<file path="config.mk">
export PLATFORM = sky130hd
export DESIGN_NAME = slip_display_command_decoder_unit
export DESIGN_NICKNAME = d
export VERILOG_FILES = /design/src/rtl/sdcd_pkg.sv /design/src/rtl/sdcd_deframer.sv /design/src/rtl/sdcd_decoder.sv /design/src/rtl/slip_display_command_decoder_unit.sv
export SDC_FILE = /design/constraint.sdc
export NUM_CORES = 1
export LEC_CHECK = 0
export CAP_MARGIN = 20
export CORE_MARGIN = 2
export CORE_UTILIZATION = 55
export CTS_BUF_LIST = sky130_fd_sc_hd__clkbuf_8
export DETAILED_ROUTE_END_ITERATION = 12
export DONT_BUFFER_PORTS = 1
export GPL_ROUTABILITY_DRIVEN = 0
export PLACE_DENSITY = 0.7
export REMOVE_ABC_BUFFERS = 1
export SLEW_MARGIN = 20
export SYNTH_ARGS = -nofsm -noshare
export SYNTH_HDL_FRONTEND = slang
export SYNTH_HIERARCHICAL = 1
export SYNTH_SLANG_ARGS = --single-unit
</file>
<file path="constraint.sdc">
create_clock -name clk -period 19.2 [get_ports clk]
set_input_delay 1.92 -clock clk [delete_from_list [all_inputs] [get_ports clk]]
set_output_delay 1.92 -clock clk [all_outputs]
set_load 0.05 [all_outputs]
</file>
<file path="src/rtl/sdcd_pkg.sv">
`default_nettype none

package sdcd_pkg;

  localparam int FRAME_KEEP_BYTES_DEF = 12;
  localparam int DECODE_BYTES = 12;
  localparam int LEN_W = 4;
  localparam logic [LEN_W-1:0] LEN_MAX = 4'd15;

  localparam logic [7:0] FEND = 8'hC0;
  localparam logic [7:0] FESC = 8'hDB;
  localparam logic [7:0] TFEND = 8'hDC;
  localparam logic [7:0] TFESC = 8'hDD;
  localparam logic [7:0] CMD_CHAR = 8'hFD;
  localparam logic [7:0] CMD_RECT = 8'hFE;
  localparam logic [7:0] CMD_SYS = 8'hFF;

  localparam int TDATA_IN_W = 8;
  localparam int TUSER_IN_W = 1;
  localparam int TDATA_OUT_W = 168;
  localparam int TUSER_OUT_W = 2;

  typedef enum logic [1:0] {
    KIND_CHAR = 2'd0,
    KIND_RECT = 2'd1,
    KIND_SYS  = 2'd2
  } kind_t;

  typedef enum logic [1:0] {
    ACT_NONE        = 2'd0,
    ACT_ERASE_BLACK = 2'd1,
    ACT_HIGHLIGHT   = 2'd2
  } action_t;

  typedef struct packed {
    logic [LEN_W-1:0]                len;
    logic [DECODE_BYTES-1:0][7:0]    bytes;
  } frame_t;

  typedef struct packed {
    kind_t       kind;
    logic [7:0]  glyph;
    logic [15:0] pos_x;
    logic [15:0] pos_y;
    logic [15:0] rect_width;
    logic [15:0] rect_height;
    logic [23:0] fore_color;
    logic [23:0] back_color;
    action_t     region_action;
    logic [7:0]  hardware_kind;
    logic [23:0] firmware_version;
    logic [7:0]  font_setting;
  } result_t;

endpackage

`default_nettype wire

</file>
<file path="src/rtl/sdcd_deframer.sv">
`default_nettype none

module sdcd_deframer
  import sdcd_pkg::*;
#(
  parameter int FRAME_KEEP_BYTES = FRAME_KEEP_BYTES_DEF
) (
  input  wire logic       clk,
  input  wire logic       rst,
  input  wire logic       in_valid,
  output logic            in_ready,
  input  wire logic [7:0] rx_byte,
  input  wire logic       drop_frame,
  output frame_t          frm,
  output logic            frm_valid,
  input  wire logic       frm_take
);

  localparam int IDX_W = $clog2(FRAME_KEEP_BYTES);

  logic [7:0]       store [FRAME_KEEP_BYTES];
  logic [LEN_W-1:0] frame_length;
  logic             escape_pending;
  logic             accept;
  logic             push;
  logic             close;
  logic [7:0]       push_byte;

  assign in_ready = !frm_valid || frm_take;
  assign accept   = in_valid && in_ready;

  always_comb begin
    push      = 1'b0;
    close     = 1'b0;
    push_byte = rx_byte;
    if (accept && !drop_frame) begin
      if (escape_pending) begin
        push = 1'b1;
        if (rx_byte == TFEND) begin
          push_byte = FEND;
        end else if (rx_byte == TFESC) begin
          push_byte = FESC;
        end
      end else if (rx_byte == FEND) begin
        close = (frame_length != '0);
      end else if (rx_byte != FESC) begin
        push = 1'b1;
      end
    end
  end

  always_ff @(posedge clk) begin
    if (rst) begin
      frame_length   <= '0;
      escape_pending <= 1'b0;
      frm_valid      <= 1'b0;
    end else begin
      frm_valid <= (frm_valid && !frm_take) || close;
      if (accept) begin
        if (drop_frame) begin
          frame_length   <= '0;
          escape_pending <= 1'b0;
        end else if (escape_pending) begin
          escape_pending <= 1'b0;
          if (frame_length != LEN_MAX) begin
            frame_length <= frame_length + 1'b1;
          end
        end else if (rx_byte == FESC) begin
          escape_pending <= 1'b1;
        end else if (rx_byte == FEND) begin
          frame_length <= '0;
        end else if (frame_length != LEN_MAX) begin
          frame_length <= frame_length + 1'b1;
        end
      end
    end
  end

  always_ff @(posedge clk) begin
    if (push && (int'(frame_length) < FRAME_KEEP_BYTES)) begin
      store[IDX_W'(frame_length)] <= push_byte;
    end
    if (close) begin
      frm.len <= frame_length;
      for (int i = 0; i < DECODE_BYTES; i++) begin
        frm.bytes[i] <= store[i];
      end
    end
  end

endmodule

`default_nettype wire

</file>
<file path="src/rtl/sdcd_decoder.sv">
`default_nettype none

module sdcd_decoder
  import sdcd_pkg::*;
(
  input  wire logic   clk,
  input  wire logic   rst,
  input  wire frame_t frm,
  input  wire logic   frm_valid,
  output logic        frm_take,
  output result_t     res,
  output logic        res_valid,
  input  wire logic   res_ready
);

  logic [23:0] last_rect_color;
  logic [23:0] last_rect_color_next;
  logic [7:0]  stored_hardware_kind;
  logic [7:0]  stored_hardware_kind_next;
  logic [23:0] stored_firmware_version;
  logic [23:0] stored_firmware_version_next;
  logic [7:0]  stored_font_setting;
  logic [7:0]  stored_font_setting_next;
  result_t     res_next;
  logic        has_res;
  logic [7:0]  b [DECODE_BYTES];
  logic [15:0] w;
  logic [15:0] h;
  logic [23:0] col;

  always_comb begin
    for (int i = 0; i < DECODE_BYTES; i++) begin
      b[i] = frm.bytes[i];
    end
  end

  assign frm_take = frm_valid && (!res_valid || res_ready);

  always_comb begin
    last_rect_color_next         = last_rect_color;
    stored_hardware_kind_next    = stored_hardware_kind;
    stored_firmware_version_next = stored_firmware_version;
    stored_font_setting_next     = stored_font_setting;
    has_res = 1'b0;
    w       = 16'd1;
    h       = 16'd1;
    col     = last_rect_color;
    res_next = '0;
    case (b[0])
      CMD_CHAR: begin
        has_res = (frm.len >= LEN_W'(12));
        res_next.kind       = KIND_CHAR;
        res_next.glyph      = b[1];
        res_next.pos_x      = {b[3], b[2]};
        res_next.pos_y      = {b[5], b[4]};
        res_next.fore_color = {b[6], b[7], b[8]};
        res_next.back_color = {b[9], b[10], b[11]};
      end
      CMD_RECT: begin
        has_res = (frm.len >= LEN_W'(5));
        if (frm.len == LEN_W'(8)) begin
          col = {b[5], b[6], b[7]};
        end else if (frm.len == LEN_W'(9)) begin
          w = {b[6], b[5]};
          h = {b[8], b[7]};
        end else if (frm.len >= LEN_W'(12)) begin
          w   = {b[6], b[5]};
          h   = {b[8], b[7]};
          col = {b[9], b[10], b[11]};
        end
        if (has_res) begin
          last_rect_color_next = col;
        end
        res_next.kind        = KIND_RECT;
        res_next.pos_x       = {b[2], b[1]};
        res_next.pos_y       = {b[4], b[3]};
        res_next.rect_width  = w;
        res_next.rect_height = h;
        res_next.fore_color  = col;
        if (w >= 16'd4 && h >= 16'd4) begin
          res_next.region_action = (col == '0) ? ACT_ERASE_BLACK : ACT_HIGHLIGHT;
        end
      end
      CMD_SYS: begin
        has_res = 1'b1;
        if (frm.len >= LEN_W'(5)) begin
          stored_hardware_kind_next    = b[1];
          stored_firmware_version_next = {b[2], b[3], b[4]};
        end
        if (frm.len >= LEN_W'(6)) begin
          stored_font_setting_next = b[5];
        end
        res_next.kind = KIND_SYS;
      end
      default: begin
        has_res = 1'b0;
      end
    endcase
    res_next.hardware_kind    = stored_hardware_kind_next;
    res_next.firmware_version = stored_firmware_version_next;
    res_next.font_setting     = stored_font_setting_next;
  end

  always_ff @(posedge clk) begin
    if (rst) begin
      last_rect_color         <= '0;
      stored_hardware_kind    <= '0;
      stored_firmware_version <= '0;
      stored_font_setting     <= '0;
      res_valid               <= 1'b0;
    end else begin
      if (frm_take) begin
        last_rect_color         <= last_rect_color_next;
        stored_hardware_kind    <= stored_hardware_kind_next;
        stored_firmware_version <= stored_firmware_version_next;
        stored_font_setting     <= stored_font_setting_next;
      end
      if (frm_take && has_res) begin
        res_valid <= 1'b1;
      end else if (res_ready) begin
        res_valid <= 1'b0;
      end
    end
  end

  always_ff @(posedge clk) begin
    if (frm_take && has_res) begin
      res <= res_next;
    end
  end

  a_take_needs_room: assert property (@(posedge clk) disable iff (rst)
    frm_take |-> (!res_valid || res_ready))
    else $error("frame taken while the result register is still occupied");

  a_rect_color_kept: assert property (@(posedge clk) disable iff (rst)
    (frm_take && has_res && res_next.kind == KIND_RECT) |=>
      (res.fore_color == last_rect_color))
    else $error("rectangle color does not match the stored rectangle color");

  a_char_no_action: assert property (@(posedge clk) disable iff (rst)
    (res_valid && res.kind != KIND_RECT) |->
      (res.region_action == ACT_NONE && res.rect_width == '0 && res.rect_height == '0))
    else $error("non-rectangle item carries rectangle fields");

  a_action_size: assert property (@(posedge clk) disable iff (rst)
    (res_valid && res.region_action != ACT_NONE) |->
      (res.rect_width >= 16'd4 && res.rect_height >= 16'd4))
    else $error("region action on a rectangle smaller than four by four");

endmodule

`default_nettype wire

</file>
<file path="src/rtl/slip_display_command_decoder_unit.sv">
`default_nettype none

// SLIP display command decoder. Each slave item is one received byte (tuser
// bit 0 discards the partial frame). SLIP escapes are undone, END closes a
// frame, and each frame that decodes to a display command yields one master
// item, which passes the frame register and then the result register.
// The block takes one byte per cycle; the input stalls only when a decoded
// frame is waiting in the frame register behind a master item that has not
// been taken.

module slip_display_command_decoder_unit
  import sdcd_pkg::*;
#(
  parameter int FRAME_KEEP_BYTES = FRAME_KEEP_BYTES_DEF
) (
  input  wire logic                   clk,
  input  wire logic                   rst,
  input  wire logic                   s_tvalid,
  output logic                        s_tready,
  input  wire logic [TDATA_IN_W-1:0]  s_tdata,   // rx_byte
  input  wire logic [TUSER_IN_W-1:0]  s_tuser,   // drop_frame
  output logic                        m_tvalid,
  input  wire logic                   m_tready,
  // glyph, pos_x, pos_y, rect_width, rect_height, fore_color, back_color,
  // region_action, hardware_kind, firmware_version, font_setting, zero fill
  output logic [TDATA_OUT_W-1:0]      m_tdata,
  output logic [TUSER_OUT_W-1:0]      m_tuser    // kind
);

  frame_t  frm;
  logic    frm_valid;
  logic    frm_take;
  result_t res;

  sdcd_deframer #(
    .FRAME_KEEP_BYTES(FRAME_KEEP_BYTES)
  ) u_deframer (
    .clk        (clk),
    .rst        (rst),
    .in_valid   (s_tvalid),
    .in_ready   (s_tready),
    .rx_byte    (s_tdata[7:0]),
    .drop_frame (s_tuser[0]),
    .frm        (frm),
    .frm_valid  (frm_valid),
    .frm_take   (frm_take)
  );

  sdcd_decoder u_decoder (
    .clk       (clk),
    .rst       (rst),
    .frm       (frm),
    .frm_valid (frm_valid),
    .frm_take  (frm_take),
    .res       (res),
    .res_valid (m_tvalid),
    .res_ready (m_tready)
  );

  assign m_tuser = res.kind;
  assign m_tdata = {6'b0, res.font_setting, res.firmware_version, res.hardware_kind,
                    res.region_action, res.back_color, res.fore_color,
                    res.rect_height, res.rect_width, res.pos_y, res.pos_x, res.glyph};

endmodule

`default_nettype wire

</file>
==> key figures, run 1 <==
Run status
  • Outcome: completed

Clock network
  • Clock Path Buffers: 3
  • Post-CTS Resized: 0
  • Num CTS Buffers: 67
  • CTS H-tree lvls: 3
  • Setup Buffers After CTS: 0
  • Cts hold-fix bufs: 0
  • CTS tree: yes
  • Clk sink count: between 400 and 500
  • Worst-path clk slew: about 60 ps
  • Root buf cell: clkbuf_8
  • Clk_lat worst skew: 580 ps

Pwr
  • Max VDD drop: ~0.051 mV
  • Cell Pwr Density: slightly below 100 nW/µm²
  • P_leak: 6.27 nW
  • Pwr Total: ~1.7 mW

Critical path
  • Critical-path maximum fanout: 6
  • Worst Path Required: 17280 ps
  • Critical Path AT: between 3000 and 4000 ps
  • Reg2reg path depth: 8
  • Startpoint Class: input port
  • Crit Path Category: in -> out
  • Critical-path cell list: nand2b_1 > nand2_1 > inv_1 > nor2b_4 > clkinv_1
  • CP Capture Type: primary output
  • Slowest CP cell: clkinv_1
  • Biggest cell delay along the critical path: about 410 ps

STA
  • Hold WS: slightly above 400 ps
  • RSZ-0062 raised after global routing: false
  • Rel. slew slack: between 20% and 30%
  • Setup Viol. Count Final: 0
  • Slew @ Worst Pin: about 1100 ps
  • Fin. Hold Viols: 0
  • Highest clock rate: between 150 and 200 MHz
  • Crit path time final: slightly above 5000 ps
  • Crit share post-route: 26.4%
  • Setup TNS: 0 ps
  • Final max-slew violation count: 0
  • Clock Skew: just under 30 ps

Floorplan
  • DIE AREA: ~30000 µm²
  • Vert. Die Dim: around 170 µm
  • Io pins: 185
  • Total core area: 28800 µm²
  • Initial Util: 55.9%
  • Rows: 62
  • Chip Width: between 150 and 200 µm

Routing
  • DRC viols: 0
  • TritonRoute pass-1 iters: 5
  • Drt wl/cell: about 23 µm
  • Antenna viol nets, final: 0
  • WL final: between 30000 and 40000 µm
  • Vias/cell: between 5 and 6
  • Vias: ~8600
  • Initial drt markers: slightly below 800

Yosys
  • Seq cells post-synth: roughly 430
  • Register area share after synthesis: ~76%
  • Top_reg_cell synth: edfxtp_1
  • Post-synth EDFFs: 360
  • Synth cell types: 55
  • Synth Cell Area: around 16000 µm²
  • Syn_area_per_cell: roughly 16 µm²
  • Cells after synthesis: a little over 1000
  • Syn. warnings: 6
  • Asr flop ratio synth: 0%

Global route
  • Initial antenna violation count: 0
  • Grt total ovfl: 0
  • Vias in the first global route: 8332
  • Largest net degree at the start of global routing: between 80 and 90
  • First-pass GRT wire length: between 50000 and 60000 µm
  • GRT Resource Usage Total: around 22%

Layout
  • Commonest cells after routing, fill and taps aside: 360 x edfxtp_1, 80 x nand2_1, 75 x and2_1
  • Fin util: 61.5%
  • Non-Filler Instances: around 1500
  • Area Overhead vs Synth: 10.1%
  • Layout net count: 1063
  • Share of cells above drive strength 1: between 10% and 20%
  • Commonest non-fill, non-tap cell in the layout: edfxtp_1
  • Diode count: 0

Placed design
  • HPWL Detailed: approximately 21000 µm
  • Cell total after placement: 1360
  • IO Port Bufs: 0

Hold path
  • HP Class: reg -> reg
  • Hold Path Cell Cnt: 0

Run
  • Max cap viols: 0
==> cell usage after synthesis (all sizes together), types with 2 or more instances <==
cell type | n | area (µm²)
edfxtp | 360 | 10800
nand2b | 5 | 31.3
nand2 | 81 | 307
o31a | 5 | 43.8
nor2 | 56 | 210
mux2i | 66 | 661
a22o | 56 | 490
nor3b | 2 | 15.0
nor4 | 18 | 128
or3 | 2 | 12.5
and2 | 75 | 469
nor3 | 5 | 35.0
ha | 4 | 50.1
o31ai | 2 | 15.0
a211oi | 5 | 42.5
nand4bb | 2 | 22.5
o21ai | 31 | 155
clkbuf | 35 | 131
a21oi | 28 | 140
nand3 | 6 | 30.0
nand3b | 2 | 15.0
dfxtp | 71 | 1420
inv | 11 | 41.3
nand4 | 5 | 31.3
mux2 | 40 | 450
buf | 19 | 121
nor4b | 3 | 47.5
nor2b | 2 | 20.0
or4 | 3 | 26.3
==> flip-flops by register name (all words and copies together) (netlist names) <==
| register | flops |
|---|---|
| u_decoder/last_rect_color | 24 |
| u_decoder/res | 164 |
| u_decoder/res_valid | 1 |
| u_decoder/stored_firmware_version | 24 |
| u_decoder/stored_font_setting | 8 |
| u_decoder/stored_hardware_kind | 8 |
| u_deframer/escape_pending | 1 |
| u_deframer/frame_length | 4 |
| u_deframer/frm | 100 |
| u_deframer/frm_valid | 1 |
| u_deframer/store | 96 |
==> critical path: cells and delay by family <==
family / cells / cell delay [ps]
buffers and inverters: 2 / 550
and+or+nand+nor: 3 / 680
==> final cells by class <==
type	instances	area, µm²
Multi-Input combinational cell	521	3610
Clock buffer	72	991
Sequential cell	431	12200
Clock inverter	49	251
Timing Repair Buffer	13	101
Tap cell	384	480
Inverter	12	45.0
Fill cell	2107	11100
==> kinds of logic after synthesis <==
family                     Yosys count  synth area share, %
and+or+nand+nor                    272                 8.98
AOI/OAI and AO/OA                  133                 5.81
DFF                                431                 76.1
muxes                              106                 6.91
other                                1               0.0233
adders and majority gates            4                0.311
buffers and inverters               67                 1.91
==> routing by layer <==
layer / global-route usage (%) / up-vias / part of all wire, %
met5: 0 / - / 0
met4: 7.43 / 0 / 2.2
met2: 35.4 / 401 / 48
met1: 31.0 / 4259 / 42
met3: 5.44 / 51 / 7.5
li1: - / 3867 / -
==> report_power, final <==
part | switching (mW) | internal (mW)
Sequential | 0.000606 | 1.00
Clock | 0.338 | 0.373
Combinational | 0.00805 | 0.00216
Total | 0.346 | 1.38
==> through the flow <==
stage          setup slack, ps  area, µm²
2_1_floorplan             4060      15800
3_3_place_gp             13960      16500
3_5_place_dp             13770      16500
4_1_cts                  14130      17700
5_1_grt                  14020      17700
6_report                 14130      17700
==> path summary, 6_finish.rpt <==
| kind | start | endpoint | slack, ps |
|---|---|---|---|
| setup / recovery | m_tready | s_tready | 14130 |
| hold / removal | u_deframer/store[4][4] | u_deframer/frm[36] | 400 |
| setup reg to reg | u_decoder/res_valid | u_deframer/frm[18] | 15690 |
| hold reg to reg | u_deframer/store[4][4] | u_deframer/frm[36] | 400 |
Note: power is estimated with default switching activity, not from simulation.
==> run 2, diff against run 1 <==
PLACE_DENSITY = 0.73   (was 0.7)
clock period = 4.2 ns   (was 19.2 ns; I/O delays follow)
==> run 2 against run 1 <==
Against the previous run: clock-buffer cell count increased by 1; worst setup slack got worse by 13000 ps; clock skew is 5.2 ps lower; routed wire length rose by 0.28%; sequential share of layout area fell by 0.56 points; first-iteration DRC count rose by 28%; via count is 0.90% higher; hold slack worse by 370 ps; largest cell class unchanged; global-route usage about the same.
==> key figures, run 2 (synthesis results as in run 1) <==
Global route
  • Initial antenna violation count: 2
  • Largest net degree at the start of global routing: 100
  • First-pass GRT wire length: slightly above 50000 µm
  • Vias in the first global route: 8487
  • GRT Resource Usage Total: between 20% and 30%
  • Grt total ovfl: 0

Placed design
  • HPWL Detailed: approximately 22000 µm
  • Pre-CTS WS: 640 ps
  • Cell total after placement: 1359
  • IO Port Bufs: 0

Pwr
  • Cell Pwr Density: around 440 nW/µm²
  • Sw Ratio: between 20% and 30%
  • Sequential power share: 57.8%
  • Max VDD drop: 0.226 mV
  • Pwr Total: around 7.9 mW
  • Comb power frac: under 10%
  • Sw Pwr: ~1.6 mW
  • Clock power share: between 40% and 50%
  • Pint: 6.34 mW
  • P_leak: between 6 and 7 nW

Clock network
  • Post-CTS Resized: 0
  • Clock Path Buffers: 3
  • Clk sink count: approximately 430
  • Root buf cell: clkbuf_8
  • Num CTS Buffers: 67
  • CTS tree: yes
  • CTS H-tree lvls: 3
  • Worst-path clk slew: 60 ps
  • Setup Buffers After CTS: 0
  • Clk_lat worst skew: roughly 570 ps

Routing
  • WL final: approximately 34000 µm
  • Vias: between 8000 and 9000
  • DRC viols: 0
  • TritonRoute pass-1 iters: 5
  • Antenna viol nets, final: 0
  • Drt wl/cell: 23.0 µm
  • Vias/cell: 5.82
  • Initial drt markers: between 1000 and 1500

Critical path
  • Critical Path AT: between 3000 and 4000 ps
  • Top delay family on crit path: simple AND/OR/NAND/NOR gates
  • WP buf/inv: 2
  • Biggest cell delay along the critical path: ~760 ps
  • Crit Path Category: reg -> reg
  • Critical-path cell list: nand2b_1 > nand2_1 > inv_1 > nor2b_4 > clkinv_1 > nand3b_1 > nor4b_1 > and2_1
  • Worst Path Required: ~4400 ps
  • Slowest CP cell: nor4b_1
  • Critical-path maximum fanout: 8
  • Startpoint Class: register
  • CP Capture Type: register

STA
  • Fin. Hold Viols: 0
  • Hold WS: 36.7 ps
  • Crit share post-route: between 70% and 80%
  • Clock Skew: between 20 and 25 ps
  • Highest clock rate: between 200 and 300 MHz
  • Crit path time final: 3350 ps
  • Setup ws final: 849 ps
  • Setup Viol. Count Final: 0
  • Slew @ Worst Pin: 1080 ps
  • Rel. slew slack: 27.4%
  • RSZ-0062 raised after global routing: false
  • Final max-slew violation count: 0

Layout
  • Reg with most FFs: u_decoder/res
  • Diode count: 0
  • Area Overhead vs Synth: 11.0%
  • Layout net count: approximately 1100
  • Top flop regs: u_decoder/res: 164 flops, u_deframer/frm: 100 flops, u_deframer/store: 96 flops
  • Fin util: between 60 and 70%
  • Commonest non-fill, non-tap cell in the layout: edfxtp_1
  • Max reg flops: approximately 160
  • Non-Filler Instances: around 1500
  • Share of cells above drive strength 1: 14.3%
  • Fillers: between 2000 and 2500
  • Commonest cells after routing, fill and taps aside: 360 x edfxtp_1, 80 x nand2_1, 75 x and2_1

Run status
  • Outcome: completed

Floorplan
  • Initial Util: a little under three fifths
  • Io pins: 185
  • Vert. Die Dim: 175 µm
  • DIE AREA: between 30000 and 40000 µm²
  • Rows: 62
  • Total core area: approximately 29000 µm²
  • Chip Width: between 150 and 200 µm

Hold path
  • HP Class: in -> reg

Run
  • Max cap viols: 0
-- run 2: per-layer routing --
metal	wire [µm]	track usage, %	up-vias	part of all wire, %
li1	-	-	3881	-
met3	2850	5.27	75	8.3
met1	14300	30.9	4249	42
met4	928	8.78	0	2.7
met2	16300	35.2	450	47
met5	0	0	-	0
-- run 2: power groups by stage --
| stage | Sequential, mW | Clock [mW] | Combinational [mW] |
|---|---|---|---|
| final | 4.59 | 3.27 | 0.0776 |
| after global routing | 4.59 | 3.55 | 0.0818 |
| after CTS | 4.59 | 3.34 | 0.0773 |
| after detailed placement | 4.68 | 0 | 0.0471 |
| after global placement | 4.68 | 0 | 0.0454 |
| after floorplan | 4.68 | 0 | 0.0320 |
-- run 2: path summary, 6_finish.rpt --
check                    startpoint                          to  slack [ps]  depth (start not counted)
max             u_decoder/res_valid      u_deframer/store[3][4]         850                          8
min                             rst  u_deframer/frame_length[0]          40                          2
max reg2reg     u_decoder/res_valid      u_deframer/store[3][4]         850                          8
min reg2reg  u_deframer/store[3][3]          u_deframer/frm[27]         410                          0
-- run 2: timing repair --
action	in CTS	in global routing
setup endpoints to repair	0	0
hold endpoints to repair	117	0
hold buffers	7	0
-- run 2: stage by stage --
stage	area (µm²)	setup TNS (ps)
finish	17900	0
global placement	16500	0
detailed placement	16500	0
floorplan	15800	-1851630
CTS	17800	0
global route	17900	0
-- run 2: area by class of cell --
| type | instances | area, µm² | share of cell area (%) |
|---|---|---|---|
| clock buffer | 73 | 1000 | 5.63 |
| inverter | 12 | 45.0 | 0.252 |
| timing repair buffer | 19 | 219 | 1.23 |
| sequential | 431 | 12200 | 68.5 |
| tap | 384 | 480 | 2.69 |
| multi-input combinational | 521 | 3610 | 20.2 |
| clock inverter | 48 | 264 | 1.48 |
==> run 3, diff against run 2 <==
clock period = 3 ns   (was 4.2 ns; I/O delays follow)
==> run 3 against run 2 <==
Against the previous run: via count is 0.84% lower; clock skew fell by 1.4 ps; sequential cell count did not move; first-iteration DRC count shrank 22%; worst setup slack got worse by 290 ps; critical endpoint is now u_decoder/res[41].
==> key figures, run 3 (synthesis results as in run 1) <==
Clock network
  • Clk sink count: 431
  • Worst-path clk slew: 60 ps
  • CTS tree: yes
  • Clock Path Buffers: 3
  • Root buf cell: clkbuf_8
  • Setup Buffers After CTS: 0
  • Num CTS Buffers: between 60 and 70
  • Clk_lat worst skew: 580 ps
  • CTS H-tree lvls: 3

Hold path
  • HP Class: in -> reg

Routing
  • TritonRoute pass-1 iters: 5
  • Vias: around 8600
  • DRC viols: 0
  • Initial drt markers: ~780
  • Drt wl/cell: roughly 23 µm
  • Vias/cell: 5.71
  • WL final: about 34000 µm
  • Antenna viol nets, final: 0

Placed design
  • IO Port Bufs: 0
  • Cell total after placement: 1375
  • HPWL Detailed: between 20000 and 25000 µm

Layout
  • Multi-input gate area: 3610 µm²
  • Reg with most FFs: u_decoder/res
  • Max reg flops: ~160
  • Fillers: about 2100
  • Layout net count: between 1000 and 1500
  • Top flop regs: u_decoder/res: 164 flops, u_deframer/frm: 100 flops, u_deframer/store: 96 flops
  • Commonest non-fill, non-tap cell in the layout: edfxtp_1
  • Commonest cells after routing, fill and taps aside: 360 x edfxtp_1, 80 x nand2_1, 75 x clkbuf_8, 75 x and2_1, 71 x dfxtp_1
  • Diode count: 0
  • Share of cells above drive strength 1: between 10% and 20%
  • Area Overhead vs Synth: 12.0%
  • Reg area: 12200 µm²
  • Non-Filler Instances: around 1500

STA
  • Slew @ Worst Pin: around 830 ps
  • Clock Skew: approximately 22 ps
  • Crit share post-route: 81.5%
  • Fin. Hold Viols: 0
  • Hold WS: approximately 80 ps
  • Highest clock rate: 409 MHz
  • Setup Viol. Count Final: 0
  • Setup TNS: 0 ps
  • Final max-slew violation count: 0
  • RSZ-0062 raised after global routing: false
  • Rel. slew slack: between 40 and 50%
  • Crit path time final: 2450 ps

Floorplan
  • Total core area: approximately 29000 µm²
  • Vert. Die Dim: 175 µm
  • Io pins: approximately 190
  • DIE AREA: ~31000 µm²
  • Initial Util: 55.9%
  • Rows: 62
  • Chip Width: about 170 µm

Global route
  • First-pass GRT wire length: about 51000 µm
  • Largest net degree at the start of global routing: between 80 and 90
  • Initial antenna violation count: 0
  • Vias in the first global route: 8440
  • GRT Resource Usage Total: between 20 and 25%
  • Grt total ovfl: 0

Pwr
  • Max VDD drop: approximately 0.27 mV
  • P_leak: 6.41 nW
  • Pwr Total: ~11 mW
  • Cell Pwr Density: 610 nW/µm²

Critical path
  • Crit Reg-Reg Startpoint: u_deframer/frm[98]
  • Reg-to-Reg End: u_decoder/res[41]
  • Worst Path Required: between 3000 and 4000 ps
  • Crit. Startpoint: u_deframer/frm[98]
  • CP Capture Type: register
  • Reg2reg path depth: 4
  • Critical-path maximum fanout: 12
  • CP endpoint: u_decoder/res[41]
  • Crit Path Category: reg -> reg
  • Setup slack, reg-to-reg: about 550 ps
  • Critical Path AT: about 2800 ps
  • Startpoint Class: register

Run
  • Max cap viols: 0

Run status
  • Outcome: completed
==> run 3: cell types whose count changed in the layout (fill, tap and decap cells not counted), sizes merged <==
cell | before | now
bufinv | 2 | 0
clkbuf | 73 | 75
dlygate4sd3 | 6 | 7
buf | 13 | 28
clkinvlp | 3 | 2
clkinv | 24 | 14
inv | 31 | 42
==> run 3: cell type report <==
cell class	instances	area share [%]
clock inverters	46	1.13
inverters	12	0.250
clock buffers	75	5.73
flip-flops and latches	431	67.9
repair buffers	35	2.29
well taps	384	2.67
multi-input cells	521	20.0
==> run 3: power by group <==
part           total (mW)  internal (mW)  leakage, nW  switching, mW
clock                4.45           2.30        0.737           2.14
combinational       0.111         0.0238         1.46         0.0869
sequential           6.43           6.43         4.21        0.00450
total                11.0           8.75         6.41           2.24
==> run 3: how the worst min path moves through the flow <==
stage	startpoint	to	slack, ps	depth (start not counted)
after global routing	s_tvalid	u_deframer/escape_pending	40	3
after detailed placement	rst	u_decoder/stored_hardware_kind[6]	380	1
final	s_tuser	u_deframer/frame_length[0]	80	3
after CTS	s_tvalid	u_deframer/escape_pending	30	3
after floorplan	rst	u_decoder/last_rect_color[0]	370	1
after global placement	rst	u_decoder/stored_hardware_kind[6]	380	1
==> run 3: per-layer routing <==
metal	routed length, µm	track usage (%)
met5	0	0
met3	2250	5.33
met2	16700	36.1
met4	755	7.57
met1	14300	29.7
==> run 3: through the flow <==
stage | instance area, µm² | setup slack [ps] | utilization, %
6_report | 18000 | 554 | 62.6
5_1_grt | 18000 | 414 | 62.6
4_1_cts | 18000 | 559 | 62.6
3_5_place_dp | 16700 | 543 | 58.0
3_3_place_gp | 16700 | 611 | 58.0
2_1_floorplan | 15800 | -10740 | -
==> run 3: critical path, stage by stage, from the launching register on <==
cell	delay, ps
edfxtp_1	500
nor4b_4	600
o21ai_1	230
or4_4	590
o31a_1	290
==> run 3: timing repair <==
action / in CTS / in global routing
endpoints found under the hold margin: 119 / 0
gates resized for setup: 0 / 0
hold buffers: 8 / 0
